### src/hw/rtl/psd_pkg.sv
// Shared types and constants for the power-sum block.
package psd_pkg;

  localparam int WORD_W = 64;
  localparam int HALF_W = 32;
  localparam int MID_W  = WORD_W + 2;
  localparam int OPS_W  = 21;

  localparam logic [WORD_W-1:0] ALL_ONES = {WORD_W{1'b1}};

  typedef enum logic [3:0] {
    S_IDLE,
    S_OPS,
    S_OPS_W,
    S_TERM,
    S_BIT,
    S_MUL_W,
    S_SQ,
    S_SQ_W,
    S_ADD,
    S_FIN
  } psd_state_t;

  typedef enum logic [1:0] {
    MP_IDLE,
    MP_LL,
    MP_HL,
    MP_LH
  } psd_mphase_t;

  typedef struct packed {
    logic done;
    logic ovf;
  } psd_mul_stat_t;

endpackage

### src/hw/rtl/psd_mul.sv
// Saturation-aware 64x64 multiplier built on one 32x32 multiplier.
module psd_mul import psd_pkg::*; (
  input  logic              clk,
  input  logic              rst_n,
  input  logic              start,
  input  logic [WORD_W-1:0] op_a,
  input  logic [WORD_W-1:0] op_b,
  output logic [WORD_W-1:0] prod,
  output psd_mul_stat_t     stat
);

  psd_mphase_t       phase_r, phase_nxt;
  logic [WORD_W-1:0] a_r, a_nxt;
  logic [WORD_W-1:0] b_r, b_nxt;
  logic [HALF_W-1:0] lo_r, lo_nxt;
  logic [MID_W-1:0]  mid_r, mid_nxt;
  logic              done_r, done_nxt;
  logic              ovf_r, ovf_nxt;

  logic [HALF_W-1:0] a_hi, a_lo, b_hi, b_lo;
  logic [HALF_W-1:0] mul_x, mul_y;
  logic [WORD_W-1:0] pp;
  logic [MID_W-1:0]  mid_sum;

  assign a_hi = a_r[WORD_W-1:HALF_W];
  assign a_lo = a_r[HALF_W-1:0];
  assign b_hi = b_r[WORD_W-1:HALF_W];
  assign b_lo = b_r[HALF_W-1:0];

  always_comb begin
    unique case (phase_r)
      MP_HL: begin
        mul_x = a_hi;
        mul_y = b_lo;
      end
      MP_LH: begin
        mul_x = a_lo;
        mul_y = b_hi;
      end
      default: begin
        mul_x = a_lo;
        mul_y = b_lo;
      end
    endcase
  end

  assign pp      = WORD_W'(mul_x) * WORD_W'(mul_y);
  assign mid_sum = mid_r + MID_W'(pp);

  always_comb begin
    phase_nxt = phase_r;
    a_nxt     = a_r;
    b_nxt     = b_r;
    lo_nxt    = lo_r;
    mid_nxt   = mid_r;
    done_nxt  = 1'b0;
    ovf_nxt   = ovf_r;
    unique case (phase_r)
      MP_IDLE: begin
        if (start) begin
          a_nxt     = op_a;
          b_nxt     = op_b;
          phase_nxt = MP_LL;
        end
      end
      MP_LL: begin
        lo_nxt  = pp[HALF_W-1:0];
        mid_nxt = MID_W'(pp[WORD_W-1:HALF_W]);
        if ((a_hi != '0) && (b_hi != '0)) begin
          ovf_nxt   = 1'b1;
          done_nxt  = 1'b1;
          phase_nxt = MP_IDLE;
        end else if (a_hi != '0) begin
          phase_nxt = MP_HL;
        end else if (b_hi != '0) begin
          phase_nxt = MP_LH;
        end else begin
          ovf_nxt   = 1'b0;
          done_nxt  = 1'b1;
          phase_nxt = MP_IDLE;
        end
      end
      MP_HL: begin
        mid_nxt = mid_sum;
        if (b_hi != '0) begin
          phase_nxt = MP_LH;
        end else begin
          ovf_nxt   = (mid_sum[MID_W-1:HALF_W] != '0);
          done_nxt  = 1'b1;
          phase_nxt = MP_IDLE;
        end
      end
      MP_LH: begin
        mid_nxt   = mid_sum;
        ovf_nxt   = (mid_sum[MID_W-1:HALF_W] != '0);
        done_nxt  = 1'b1;
        phase_nxt = MP_IDLE;
      end
      default: phase_nxt = MP_IDLE;
    endcase
  end

  always_ff @(posedge clk) begin
    if (!rst_n) begin
      phase_r <= MP_IDLE;
      done_r  <= 1'b0;
    end else begin
      phase_r <= phase_nxt;
      done_r  <= done_nxt;
    end
    a_r   <= a_nxt;
    b_r   <= b_nxt;
    lo_r  <= lo_nxt;
    mid_r <= mid_nxt;
    ovf_r <= ovf_nxt;
  end

  assign prod      = {mid_r[HALF_W-1:0], lo_r};
  assign stat.done = done_r;
  assign stat.ovf  = ovf_r;

endmodule

### src/hw/rtl/power_sum_direct.sv
// Top level of the power-sum block: sequencer, sum accumulator and result register.
// Sum of k^p for k = 1..n, each power built by right-to-left square-and-multiply
// with 64-bit saturation; the sum saturates to all ones with the saturated flag set.
// One request is processed at a time: in_stall is high from acceptance until the
// result is loaded into the output register. All products go through one shared
// 32x32 multiplier, one pass when both operands fit 32 bits or both exceed it (an
// overflow), and two when only one does. Each term walks the exponent bits up to
// the top set bit, using at most 2*P_WIDTH-2 multiplies and squarings (fewer when
// the running product is still 1 or has overflowed); summing stops at the first
// overflow, and a result waits while the output register is stalled. op_count is
// n*(3*L + W + 1) kept to 21 bits, L the bit length and W the ones count of p_exp.
// n of 0 returns a sum of 0 with no terms computed.
module power_sum_direct import psd_pkg::*; #(
  parameter int N_WIDTH = 16,
  parameter int P_WIDTH = 6
) (
  input  logic               clk,
  input  logic               rst_n,
  input  logic               in_valid,
  output logic               in_stall,
  input  logic [N_WIDTH-1:0] in_n,
  input  logic [P_WIDTH-1:0] in_p_exp,
  output logic               out_valid,
  input  logic               out_stall,
  output logic [WORD_W-1:0]  out_power_sum,
  output logic               out_saturated,
  output logic [OPS_W-1:0]   out_op_count
);

  localparam int PT_W = $clog2(4 * P_WIDTH + 2);
  localparam int BC_W = $clog2(P_WIDTH + 1);

  psd_state_t         state_r, state_nxt;
  logic [N_WIDTH-1:0] n_r, n_nxt;
  logic [P_WIDTH-1:0] p_r, p_nxt;
  logic [P_WIDTH-1:0] e_r, e_nxt;
  logic [N_WIDTH-1:0] k_r, k_nxt;
  logic [WORD_W-1:0]  acc_r, acc_nxt;
  logic [WORD_W-1:0]  sq_r, sq_nxt;
  logic               acc_ovf_r, acc_ovf_nxt;
  logic               sq_ovf_r, sq_ovf_nxt;
  logic [WORD_W-1:0]  sum_r, sum_nxt;
  logic               sat_r, sat_nxt;
  logic [OPS_W-1:0]   ops_r, ops_nxt;
  logic               out_valid_r, out_valid_nxt;
  logic [WORD_W-1:0]  out_sum_r, out_sum_nxt;
  logic               out_sat_r, out_sat_nxt;
  logic [OPS_W-1:0]   out_ops_r, out_ops_nxt;

  logic               mul_start;
  logic [WORD_W-1:0]  mul_a, mul_b, mul_prod;
  psd_mul_stat_t      mul_stat;

  logic [BC_W-1:0]    bit_len, ones_cnt;
  logic [PT_W-1:0]    per_term;
  logic [WORD_W:0]    sum_ext;

  psd_mul u_mul (
    .clk   (clk),
    .rst_n (rst_n),
    .start (mul_start),
    .op_a  (mul_a),
    .op_b  (mul_b),
    .prod  (mul_prod),
    .stat  (mul_stat)
  );

  always_comb begin
    bit_len  = '0;
    ones_cnt = '0;
    for (int i = 0; i < P_WIDTH; i++) begin
      if (p_r[i]) begin
        bit_len  = BC_W'(i + 1);
        ones_cnt = ones_cnt + 1'b1;
      end
    end
    per_term = PT_W'(3) * PT_W'(bit_len) + PT_W'(ones_cnt) + PT_W'(1);
  end

  assign sum_ext = {1'b0, sum_r} + {1'b0, acc_r};

  always_comb begin
    state_nxt     = state_r;
    n_nxt         = n_r;
    p_nxt         = p_r;
    e_nxt         = e_r;
    k_nxt         = k_r;
    acc_nxt       = acc_r;
    sq_nxt        = sq_r;
    acc_ovf_nxt   = acc_ovf_r;
    sq_ovf_nxt    = sq_ovf_r;
    sum_nxt       = sum_r;
    sat_nxt       = sat_r;
    ops_nxt       = ops_r;
    out_valid_nxt = out_valid_r && out_stall;
    out_sum_nxt   = out_sum_r;
    out_sat_nxt   = out_sat_r;
    out_ops_nxt   = out_ops_r;
    mul_start     = 1'b0;
    mul_a         = acc_r;
    mul_b         = sq_r;
    in_stall      = 1'b1;

    unique case (state_r)
      S_IDLE: begin
        in_stall = 1'b0;
        if (in_valid) begin
          n_nxt     = in_n;
          p_nxt     = in_p_exp;
          state_nxt = S_OPS;
        end
      end
      S_OPS: begin
        mul_a     = WORD_W'(n_r);
        mul_b     = WORD_W'(per_term);
        mul_start = 1'b1;
        state_nxt = S_OPS_W;
      end
      S_OPS_W: begin
        if (mul_stat.done) begin
          ops_nxt = mul_prod[OPS_W-1:0];
          k_nxt   = N_WIDTH'(1);
          sum_nxt = '0;
          sat_nxt = 1'b0;
          state_nxt = (n_r == '0) ? S_FIN : S_TERM;
        end
      end
      S_TERM: begin
        acc_nxt     = WORD_W'(1);
        sq_nxt      = WORD_W'(k_r);
        acc_ovf_nxt = 1'b0;
        sq_ovf_nxt  = 1'b0;
        e_nxt       = p_r;
        state_nxt   = (p_r == '0) ? S_ADD : S_BIT;
      end
      S_BIT: begin
        if (!e_r[0] || acc_ovf_r) begin
          state_nxt = S_SQ;
        end else if (sq_ovf_r) begin
          acc_ovf_nxt = 1'b1;
          acc_nxt     = ALL_ONES;
          state_nxt   = S_SQ;
        end else if (acc_r == WORD_W'(1)) begin
          acc_nxt   = sq_r;
          state_nxt = S_SQ;
        end else begin
          mul_start = 1'b1;
          state_nxt = S_MUL_W;
        end
      end
      S_MUL_W: begin
        if (mul_stat.done) begin
          acc_ovf_nxt = mul_stat.ovf;
          acc_nxt     = mul_stat.ovf ? ALL_ONES : mul_prod;
          state_nxt   = S_SQ;
        end
      end
      S_SQ: begin
        if ((e_r[P_WIDTH-1:1] == '0) || acc_ovf_r) begin
          state_nxt = S_ADD;
        end else if (sq_ovf_r) begin
          e_nxt     = e_r >> 1;
          state_nxt = S_BIT;
        end else begin
          mul_a     = sq_r;
          mul_b     = sq_r;
          mul_start = 1'b1;
          state_nxt = S_SQ_W;
        end
      end
      S_SQ_W: begin
        if (mul_stat.done) begin
          sq_ovf_nxt = mul_stat.ovf;
          sq_nxt     = mul_prod;
          e_nxt      = e_r >> 1;
          state_nxt  = S_BIT;
        end
      end
      S_ADD: begin
        if (acc_ovf_r || sum_ext[WORD_W]) begin
          sat_nxt   = 1'b1;
          sum_nxt   = ALL_ONES;
          state_nxt = S_FIN;
        end else begin
          sum_nxt = sum_ext[WORD_W-1:0];
          if (k_r == n_r) begin
            state_nxt = S_FIN;
          end else begin
            k_nxt     = k_r + 1'b1;
            state_nxt = S_TERM;
          end
        end
      end
      S_FIN: begin
        if (!out_valid_r || !out_stall) begin
          out_valid_nxt = 1'b1;
          out_sum_nxt   = sum_r;
          out_sat_nxt   = sat_r;
          out_ops_nxt   = ops_r;
          state_nxt     = S_IDLE;
        end
      end
      default: state_nxt = S_IDLE;
    endcase
  end

  always_ff @(posedge clk) begin
    if (!rst_n) begin
      state_r     <= S_IDLE;
      out_valid_r <= 1'b0;
    end else begin
      state_r     <= state_nxt;
      out_valid_r <= out_valid_nxt;
    end
    n_r       <= n_nxt;
    p_r       <= p_nxt;
    e_r       <= e_nxt;
    k_r       <= k_nxt;
    acc_r     <= acc_nxt;
    sq_r      <= sq_nxt;
    acc_ovf_r <= acc_ovf_nxt;
    sq_ovf_r  <= sq_ovf_nxt;
    sum_r     <= sum_nxt;
    sat_r     <= sat_nxt;
    ops_r     <= ops_nxt;
    out_sum_r <= out_sum_nxt;
    out_sat_r <= out_sat_nxt;
    out_ops_r <= out_ops_nxt;
  end

  assign out_valid     = out_valid_r;
  assign out_power_sum = out_sum_r;
  assign out_saturated = out_sat_r;
  assign out_op_count  = out_ops_r;

endmodule
### config.mk
export PLATFORM = sky130hd
export DESIGN_NAME = power_sum_direct
export DESIGN_NICKNAME = d
export VERILOG_FILES = /design/src/hw/rtl/psd_pkg.sv /design/src/hw/rtl/psd_mul.sv /design/src/hw/rtl/power_sum_direct.sv
export SDC_FILE = /design/constraint.sdc
export NUM_CORES = 2
export LEC_CHECK = 0
export ABC_AREA = 1
export ABC_CLOCK_PERIOD_IN_PS = 10000
export BUFFER_PORTS_ARGS = -buffer_cell sky130_fd_sc_hd__buf_2
export CAP_MARGIN = 20
export CELL_PAD_IN_SITES_DETAIL_PLACEMENT = 0
export CELL_PAD_IN_SITES_GLOBAL_PLACEMENT = 1
export CORE_MARGIN = 8
export CORE_UTILIZATION = 45
export DETAILED_ROUTE_END_ITERATION = 7
export GPL_TIMING_DRIVEN = 0
export PLACE_DENSITY = 0.75
export SKIP_CTS_REPAIR_TIMING = 1
export SLEW_MARGIN = 15
export SYNTH_ARGS = -nofsm -noshare
export SYNTH_HDL_FRONTEND = slang
export SYNTH_SLANG_ARGS = --single-unit
### constraint.sdc
create_clock -name clk -period 10 [get_ports clk]
set_input_delay 2 -clock clk [delete_from_list [all_inputs] [get_ports clk]]
set_output_delay 2 -clock clk [all_outputs]
set_load 0.01 [all_outputs]
==> results.md <==
- Together, buffers and inverters on the worst path number 11.
- For the worst-skew pair, the clock arrives at the later sink with an insertion delay of 0.73 ns.
- Headroom to the max-slew limit came out at 21.0%.
- The H-tree level count is 3.
- Measured along the x axis, the die boundary spans 402 um.
- At the end of the flow the core is filled with cells to 53.5%.
- The Yosys step of the flow raised 0 warnings.
- Setup violations remaining at the end of the flow were counted as 1.
- The final critical delay including setup and external delays is 10.49 ns.
- The synthesized netlist devotes 7.85% of its cell area to compound gates.
- The worst setup path is captured at a flip-flop.
- The netlist uses 57 different library cells.
- Synthesis inferred 581 register bits.
- Summed over its instances, the top area cell type makes up 26.9% of the synthesized netlist area.
- The maximum clock path buffer count is 3.
- Dividing the detail-routed wire length by the instance count gives 27.9 um.
- The maximum fanout along the worst path is 10.
- The iteration count of the initial detailed-routing pass is 8.
- The final hold violation count is 0.
- The clock arrives with 0.0736 ns of skew.
- The startpoint kind of the worst setup timing path is a flip-flop.
- Timing would allow up to 0.0953 GHz.
- STA puts the critical path data arrival time at 10.96 ns.
- In this run the vertical extent of the chip is 402 um.
- After synthesis, the largest family of logic cells by area is adder cells.
- The core area is 148,000 um2.
- At the pin with the least slew margin, the transition time is 1.19 ns.
- Clock-pin slew was measured on the worst setup and hold paths at 0.06 ns.
- The root buffer cell chosen for the clock tree is sky130_fd_sc_hd__clkbuf_16.
- Once placement completed, the tool counted placed cells totaling 10,200.
- The library cell with the largest summed area after synthesis is sky130_fd_sc_hd__fa_1.
- Sorting the synthesized cells by how often they occur yields sky130_fd_sc_hd__nand2_1, sky130_fd_sc_hd__inv_1, sky130_fd_sc_hd__nor2_1.
- The cell class contributing the biggest share of worst-path delay is adder cells.
- In this run the remaining antenna-violating nets after routing total 0.
- The top flip-flop cell by instance count after synthesis is sky130_fd_sc_hd__edfxtp_1.
- The number of core rows is 141.
- The number of global-route vias before repair came to 58,100.
- The reg-to-reg critical path endpoint is u_mul.ovf_r.
- The combined area of the multi-input logic cells is 45,600 um2.
- When the netlist entered floorplanning its net count stood at 9,487.
- The most critical setup path has its endpoint at u_mul.ovf_r.
- Relative to the synthesized area, the layout overhead comes to 17.9%.
- The number of buffers added on ports is 113.
- After synthesis, the cell types taking the most area are sky130_fd_sc_hd__fa_1, sky130_fd_sc_hd__edfxtp_1, sky130_fd_sc_hd__nand2_1.
- Setup slack on the worst reg-to-reg path comes out at -0.49 ns.
- The total number of vias is 59,500.
- The clock buffer count from CTS is 70.
- For the worst flop-to-flop path, the logic depth is 46.
- The start-to-end type of the worst setup path is reg2reg.
- The critical path's largest stage delay is 0.73 ns.
- The clock tree from TritonCTS is yes.
- After Yosys synthesis, full adders, half adders and majority gates account for 34.5% of the synthesized area.
- After synthesis the cells add up to 67,100 um2.
- The number of antenna violations at the first check in global routing is 12.
- In this run the cell area measured after placement is 71,000 um2.
- The combined flip-flop and latch cell area is 17,400 um2.
- The portion of netlist area occupied by mux cells is 0%.
- The HPWL after detailed placement is 244,000 um.
- Among the stages of the critical path, the cell type that occurs most often is sky130_fd_sc_hd__fa_1.
- In the routed design, unresolved DRC markers number 0.
- Using the TritonRoute via totals, the vias-per-cell ratio works out to 5.64.
- The worst register-to-register path begins at u_mul.phase_r[0].
- Fill cells in the final layout number 14,100.
- Summed over all layers, the routed wires come to 295,000 um.
- Setup repair after global routing could not meet its margin everywhere.
- The mean instance size in the synthesized netlist is 8.23 um2.
- The tool flagged a number of max-cap violations equal to 0.
- The critical path crosses 46 cells after its start point.
- For this block, the initial DRC count from the detailed router was 6,718.
- The number of enable-type register cells in the synthesized netlist is 573.
- For this design, the sink count on the clock tree is 581.
- For this run, the number of standard cells in the final layout without fillers is 10,600.
- The floorplan die area is 162,000 um2.
- The class of the tightest hold or removal check is reg2reg.
- Global routing consumed, over all layers together, 35.4% of the routing resources.
- The first global-routing pass estimated 413,000 um of wire.
- The post-synthesis instance total is 8,152.
- The slowest cell on the critical path is sky130_fd_sc_hd__fa_2.
- For this run, the register share of the synthesized area comes to 25.9%.
- For this run the aggregate overflow at the end of global routing stands at 0.
- The async set or reset register ratio after synthesis is 0%.
- The startpoint of the worst setup timing path is u_mul.phase_r[0].
- The net total in the final layout is 9,912.
- The max-slew violation total from the final report is 0.
- The placer's final routability congestion estimate is 1.06.
- The cell area after layout is 79,100 um2.
- The checks that failed: negative setup slack.
- The I/O pin total is 114.
- The synthesized netlist devotes 2.04% of its cell area to XOR and XNOR gates.
- In the final layout, the share of cells above drive strength 1 is 13.9%.
- The leading cell type by number of instances after synthesis is sky130_fd_sc_hd__nand2_1.
- The final critical path takes up 105% of the cycle.
- The flow ran to the end, but the final reports show violations.
- The starting density of the core is 45.4%.
- The synthesized netlist devotes 18.7% of its cell area to simple gates.
- Entering global routing, the biggest net connects 88 pins.
- STA puts the critical path data required time at 10.47 ns.
- After layout, the worst setup slack is -0.492 ns.
-- per-layer routing --
layer | GRT usage, % | vias to the layer above | wire length [um]
met3 | 10.0 | 797 | 35100
li1 | - | 26000 | -
met4 | 17.3 | 14 | 19500
met2 | 52.4 | 3343 | 124000
met1 | 47.7 | 29400 | 117000
met5 | 0 | - | 149
-- state kept, by name (all words and copies together) (netlist names), 2 cells and up --
| signal | flops |
|---|---|
| e_r | 6 |
| u_mul.phase_r | 2 |
| sum_r | 64 |
| k_r | 16 |
| out_op_count | 21 |
| acc_r | 64 |
| ops_r | 21 |
| out_power_sum | 64 |
| p_r | 6 |
| state_r | 4 |
| u_mul.lo_r | 32 |
| u_mul.b_r | 64 |
| n_r | 16 |
| sq_r | 64 |
| u_mul.mid_r | 66 |
| u_mul.a_r | 64 |
-- metrics by stage --
| stage | setup TNS [ns] | hold slack [ns] | setup WS, ns |
|---|---|---|---|
| floorplan | 0 | 0.400 | 0.712 |
| global placement | -210.40 | 0.401 | -4.57 |
| detailed placement | -148.69 | 0.405 | -3.85 |
| CTS | -153.72 | 0.412 | -3.89 |
| global route | -2.84 | 0.413 | -0.760 |
| finish | -0.492 | 0.413 | -0.492 |
-- cells in the final DEF, fill, tap and decap left out, drive strengths merged, types with 163 or more instances in the layout --
cell type	instances
inv	1689
buf	448
nand3	163
clkbuf	241
nor2	1029
a21oi	357
ha	408
fa	901
edfxtp	573
nand2	1792
o21ai	433
-- cell type report --
| cell class | instances | area share [%] |
|---|---|---|
| timing repair buffer | 353 | 3.86 |
| clock buffer | 75 | 2.24 |
| multi-input combinational | 5592 | 57.6 |
| tap | 1930 | 3.05 |
| buffer | 261 | 2.12 |
| antenna | 4 | 0.0127 |
| inverter | 1718 | 8.31 |
| clock inverter | 51 | 0.827 |
| sequential | 581 | 22.0 |
-- kinds of logic (layout without fill, tap and decap cells) --
kind of cell / count (synthesis) / in the layout
AOI/OAI and AO/OA: 971 / 971
other: 0 / 4
xor gates and xnor gates: 156 / 156
adders and majority gates: 1309 / 1309
buffers and inverters: 1980 / 2458
DFF: 581 / 581
and+or+nand+nor: 3155 / 3156
-- worst min path at each step --
stage / startpoint / cells after the start / end
2_1_floorplan: ops_r[0] / 0 / out_op_count[0]
3_3_place_gp: ops_r[9] / 0 / out_op_count[9]
3_5_place_dp: ops_r[17] / 0 / out_op_count[17]
4_1_cts: ops_r[11] / 0 / out_op_count[11]
5_1_grt: ops_r[11] / 0 / out_op_count[11]
6_report: ops_r[11] / 0 / out_op_count[11]
Power is left out: the tool's default activity adds up to more than one toggle a clock period on the data nets, which glitch-free logic cannot reach.
